$ cat src/rtl/core/edf_task_scheduler_core_assert.svh
// Assertion macros shared by the scheduler RTL.
// Depends on nothing; included by files that assert.
`ifndef EDF_TASK_SCHEDULER_CORE_ASSERT_SVH
`define EDF_TASK_SCHEDULER_CORE_ASSERT_SVH
// Assert an implication, checked while out of reset.
`define EDF_ASSERT_IMP(label, clk, rst_n, pre, post) \
	label: assert property (@(posedge clk) disable iff (!rst_n) (pre) |-> (post)) \
		else $error("edf: %s failed", "label");
// Assert an implication whose consequent is checked in the next cycle.
`define EDF_ASSERT_NEXT(label, clk, rst_n, pre, post) \
	label: assert property (@(posedge clk) disable iff (!rst_n) (pre) |=> (post)) \
		else $error("edf: %s failed", "label");
`endif

$ cat src/rtl/core/edf_pkg.sv
// Package for the EDF scheduler: widths, event and status codes, slot states,
// controller command and status structs. No dependencies.
`default_nettype none
package edf_pkg;
	localparam int unsigned SLOTS_DEF = 16;
	localparam logic [63:0] ALL_ONES = 64'hffff_ffff_ffff_ffff;

	localparam logic [2:0] FN_ALLOC = 3'd0;
	localparam logic [2:0] FN_ENQ = 3'd1;
	localparam logic [2:0] FN_BLOCK = 3'd2;
	localparam logic [2:0] FN_UNBLOCK = 3'd3;
	localparam logic [2:0] FN_SCHED = 3'd4;
	localparam logic [2:0] FN_YIELD = 3'd5;

	localparam logic [1:0] ST_OK = 2'd0;
	localparam logic [1:0] ST_NOFREE = 2'd1;
	localparam logic [1:0] ST_NOTRUN = 2'd2;

	localparam logic [1:0] SS_FREE = 2'd0;
	localparam logic [1:0] SS_IDLE = 2'd1;
	localparam logic [1:0] SS_READY = 2'd2;
	localparam logic [1:0] SS_WAIT = 2'd3;

	typedef struct packed {
		logic load;      // latch the event
		logic scan_clr;  // start a scan
		logic scan_step; // compare one slot
		logic release_w; // release head of wait queue
		logic finish;    // apply the event and build the result
	} cmd_t;

	typedef struct packed {
		logic scan_done;
		logic wait_due;  // wait head exists and deadline <= now
	} sts_t;

	function automatic logic [63:0] sat_add(input logic [63:0] a, input logic [63:0] b);
		logic [64:0] s;
		s = {1'b0, a} + {1'b0, b};
		return s[64] ? ALL_ONES : s[63:0];
	endfunction
endpackage
`default_nettype wire

$ cat src/rtl/core/edf_ctrl.sv
// Controller FSM for the EDF scheduler: sequences scan, release and finish.
// Depends on edf_pkg.
`default_nettype none
module edf_ctrl import edf_pkg::*; (
	input wire logic clk,
	input wire logic arst_n,
	input wire logic in_valid,
	output logic in_ready,
	output logic out_valid,
	input wire logic out_ready,
	input wire logic is_sched,
	input wire sts_t sts,
	output cmd_t cmd
);
	typedef enum logic [4:0] {
		S_IDLE = 5'b00001,
		S_SCAN = 5'b00010,
		S_REL = 5'b00100,
		S_FIN = 5'b01000,
		S_OUT = 5'b10000
	} state_t;
	state_t state_q, state_d;

	always_comb begin
		state_d = state_q;
		cmd = '0;
		in_ready = 1'b0;
		out_valid = 1'b0;
		case (state_q)
			S_IDLE: begin
				in_ready = 1'b1;
				if (in_valid) begin
					cmd.load = 1'b1;
					cmd.scan_clr = 1'b1;
					state_d = S_SCAN;
				end
			end
			S_SCAN: begin
				cmd.scan_step = 1'b1;
				if (sts.scan_done) state_d = S_REL;
			end
			S_REL: begin
				// on a schedule event, release one due waiting slot per pass, then rescan
				if (is_sched && sts.wait_due) begin
					cmd.release_w = 1'b1;
					cmd.scan_clr = 1'b1;
					state_d = S_SCAN;
				end else begin
					state_d = S_FIN;
				end
			end
			S_FIN: begin
				cmd.finish = 1'b1;
				state_d = S_OUT;
			end
			S_OUT: begin
				out_valid = 1'b1;
				if (out_ready) state_d = S_IDLE;
			end
			default: state_d = S_IDLE;
		endcase
	end

	always_ff @(posedge clk or negedge arst_n) begin
		if (!arst_n) state_q <= S_IDLE;
		else state_q <= state_d;
	end

	`include "edf_task_scheduler_core_assert.svh"
	`EDF_ASSERT_IMP(a_one_hot, clk, arst_n, 1'b1, $onehot(state_q))
	`EDF_ASSERT_NEXT(a_out_hold, clk, arst_n, out_valid && !out_ready, out_valid)
	`EDF_ASSERT_IMP(a_no_overlap, clk, arst_n, in_ready, !out_valid)
endmodule
`default_nettype wire

$ cat config.mk
export PLATFORM = sky130hd
export DESIGN_NAME = edf_ctrl
export DESIGN_NICKNAME = d
export VERILOG_FILES = /design/src/rtl/core/edf_pkg.sv /design/src/rtl/core/edf_ctrl.sv
export VERILOG_INCLUDE_DIRS = /design/src /design/src/rtl/core
export SDC_FILE = /design/constraint.sdc
export NUM_CORES = 1
export LEC_CHECK = 0
export ABC_AREA = 1
export ABC_CLOCK_PERIOD_IN_PS = 1200
export BUFFER_PORTS_ARGS = -buffer_cell sky130_fd_sc_hd__buf_2
export CORE_AREA = 2 2 39 41
export DETAILED_ROUTE_END_ITERATION = 8
export DIE_AREA = 0 0 41 43
export GPL_ROUTABILITY_DRIVEN = 0
export SLEW_MARGIN = 10
export SYNTH_ARGS = -nofsm -noshare
export SYNTH_HDL_FRONTEND = slang
export SYNTH_SLANG_ARGS = --single-unit
$ cat constraint.sdc
create_clock -name clk -period 1.2 [get_ports clk]
set_input_delay 0 -clock clk [delete_from_list [all_inputs] [get_ports clk]]
set_output_delay 0 -clock clk [all_outputs]
set_load 0.01 [all_outputs]
==> flow_metrics.py <==
metrics = {
    "outcome": {
        "status": "finished with violations",
        "violations": "setup timing",
    },
    "synthesis": {
        "yosysSeqAreaShare": 0.3582,
        "syn-cell-area_um2": 352.8,
        "async_reset_ff_frac": 1.000,
        "syn_area_per_cell_um2": 7.507,
        "yosys.area.top_type_share": 0.2837,
        "synth_most_common_cell": "inv_1",
        "synth_cell_types": 17,
        "synthTopCellsByArea": "dfrtp_1 28%, inv_1 9.6%, nor2_2 8.9%",
        "syn-num-nets": 54,
        "ys.flop_type": "dfrtp_1",
        "synth_largest_area_cell": "dfrtp_1",
        "synth_edf_count": 0,
        "ys_warn_count": 0,
        "netlist_instances": 47,
        "ys_ff_latch": 5,
        "yosys-top-cells-count": "9 x inv_1, 7 x nand2_1, 5 x nor2_2",
    },
    "min_path": {
        "whs_endpoint": "state_q[1]$_DFFE_PN0P_",
        "min_from": "sts[1]",
        "hp-class": "input pin to flip-flop",
        "min_path_cells": 4,
    },
    "worst_setup_path": {
        "r2r_cells": 9,
        "r2r_slack_ns": -0.01,
        "path_cells": "nor2_1 -> nand3_2 -> nor2_4 -> inv_2 -> nand2_1 -> buf_2",
        "worst_path_max_delay_cell": "dfrtp_1",
        "critPathMaxStageDelay_ns": 0.42,
        "end_kind": "output pin",
        "worst-path-buf-inv": 2,
        "timing.rr.end": "state_q[1]$_DFFE_PN0P_",
        "cp_max_fo": 4,
        "cp.required_ns": 1.20,
        "cp.arrival_ns": 1.28,
        "r2r_start": "state_q[2]$_DFFE_PN0P_",
        "critical_path.top_delay_family": "simple AND/OR/NAND/NOR gates",
        "cp-start-kind": "flip-flop",
        "crit_type": "flip-flop to output pin",
    },
    "floorplanning": {
        "dieArea_um2": 1763,
        "rows": 14,
        "start_util": 0.2550,
        "die_h_um": 43,
        "fp.dieW_um": 41,
        "core_area_um2": 1384,
        "io_pins": 14,
    },
    "cells_and_area": {
        "stdcell_count": 92,
        "largest_reg_flops": 5,
        "diodes": 0,
        "fin_nets": 84,
        "nFillCells": 143,
        "final_util": 0.4304,
        "top_regs": "state_q: 5 flops",
        "area_growth_pct": 68.79,
        "fin_area_um2": 595.6,
        "layout-drive-gt1-share": 0.6316,
        "largest-register": "state_q",
    },
    "sta": {
        "setup_viol": 6,
        "fin_setup_tns_ns": -0.1804,
        "final.period_utilization": 1.068,
        "hold_violations": 0,
        "min_period_ns": 1.282,
        "tightest_slew_ns": 0.2071,
        "fmax_mhz": 780.2,
        "finalMaxSlewViolations": 0,
        "setup_slack_ns": -0.08164,
        "finalClockSkew_ns": 0.002493,
        "rsz0062_at_grt": "yes",
        "relSlewSlack": 0.8606,
    },
    "power_and_ir_drop": {
        "vdd_drop_max_uv": 858.0,
        "finalPower_mw": 1.226,
        "power.leakage_nw": 0.3424,
        "pwr_density_cell_nw_per_um2": 2058,
    },
    "grt": {
        "grt_pass1_vias": 382,
        "grt_use_met3": 0.01571,
        "grt_max_degree": 6,
        "antenna_found_initial": 0,
        "grt_busiest_layer": "met2",
        "gr-usage-met2": 0.1750,
        "use_met1": 0.1307,
        "grt_util_all_layers": 0.1090,
        "grt_pass1_wl_mm": 1.338,
        "overflow": 0,
    },
    "placed_design": {
        "placed_cells": 76,
        "portBuffers": 13,
        "place_area_um2": 437.9,
        "hpwl_um": 553.3,
    },
    "cts": {
        "clk_pin_slew_worst_paths_ns": 0.04,
        "clockBufferDepth": 2,
        "cts-root-buf": "clkbuf_4",
        "insertion_delay_ns": 0.23,
        "numCtsBuffers": 3,
        "ctsHtreeMaxLevel": 1,
        "clock-sinks": 5,
        "cts_tree": "done",
    },
    "drt": {
        "num_vias": 374,
        "routedWlPerCell_um": 8.761,
        "ant_nets": 0,
        "drtIter0Drc": 1,
        "firstDrtPassIters": 3,
        "vias_per_cell": 4.065,
        "totalWireLength_um": 806,
        "drc": 0,
    },
    "flow_run": {
        "maxCapViolCount": 0,
    },
}
==> report_power, final <==
part	switching [mW]	total, mW	leakage [nW]	internal [mW]
registers	0.0537	0.285	0.0650	0.232
logic	0.382	0.752	0.262	0.371
clock network	0.0624	0.188	0.0150	0.125
==> what timing repair did <==
| item | in CTS | in global routing |
|---|---|---|
| pin swaps | 3 | 7 |
| endpoints found under the hold margin | 6 | 0 |
| hold buffers | 3 | 0 |
| gates resized for setup | 3 | 6 |
| setup endpoints to repair | 4 | 10 |
| setup buffers | 5 | 4 |
==> per-layer routing <==
layer,part of all wire,up-vias
met5,0,-
met4,0,0
met3,0.041,0
met2,0.55,7
met1,0.41,167
li1,-,200
==> worst max path at each step <==
stage                                start                      to  slack, ns  cells past startpoint
floorplan           state_q[0]$_DFFE_PN1P_  state_q[0]$_DFFE_PN1P_       0.17                      5
global placement    state_q[0]$_DFFE_PN1P_  state_q[0]$_DFFE_PN1P_       0.12                      6
detailed placement  state_q[0]$_DFFE_PN1P_  state_q[0]$_DFFE_PN1P_       0.11                      6
CTS                 state_q[0]$_DFFE_PN1P_                  cmd[3]      -0.11                      7
global route        state_q[2]$_DFFE_PN0P_                  cmd[3]      -0.16                      8
finish              state_q[4]$_DFFE_PN0P_                  cmd[3]      -0.08                      6
==> stage by stage <==
step	hold slack (ns)	worst slack, ns
after floorplan	-0.2956	0.1656
after global placement	-0.1817	0.1226
after detailed placement	-0.1799	0.1098
after CTS	0.06082	-0.1103
after global routing	0.1020	-0.1580
final	0.07672	-0.08164
==> layout by cell type, fill, tap and decap left out <==
cell and n:
inv_1 7, clkbuf_4 3, buf_2 12, nand2_4 1, o21bai_2 1, nor4_1 1, nand2_1 6, nor2_1 3
nor2_2 2, nand4_1 1, nand2_2 3, o21ai_0 1, buf_6 1, nor3_2 1, dfstp_2 1, a21oi_1 1
inv_2 6, dfrtp_1 4, buf_4 9, clkbuf_1 1, nand3_2 4, nor2_4 4, dlygate4sd3_1 3
==> kinds of logic after synthesis <==
group	after synthesis	share of synthesized area
and+or+nand+nor	26	0.4433
DFF	5	0.3582
AOI/OAI and AO/OA	3	0.06025
buffers and inverters	13	0.1383
==> worst reg2reg max path, delay by kind of cell (launching register included) <==
family                 cells  cell delay (ns)
buffers and inverters      4             0.39
and+or+nand+nor            5             0.35
DFF                        1             0.41
==> final cells by class <==
type | count | area [um2] | area share
Multi-Input combinational cell | 29 | 205.2 | 0.3445
Timing Repair Buffer | 25 | 168.9 | 0.2836
Tap cell | 16 | 20.02 | 0.03361
Clock buffer | 4 | 26.28 | 0.04412
Inverter | 13 | 48.80 | 0.08193
Sequential cell | 5 | 126.4 | 0.2122
(Power assumes the default switching activity.)
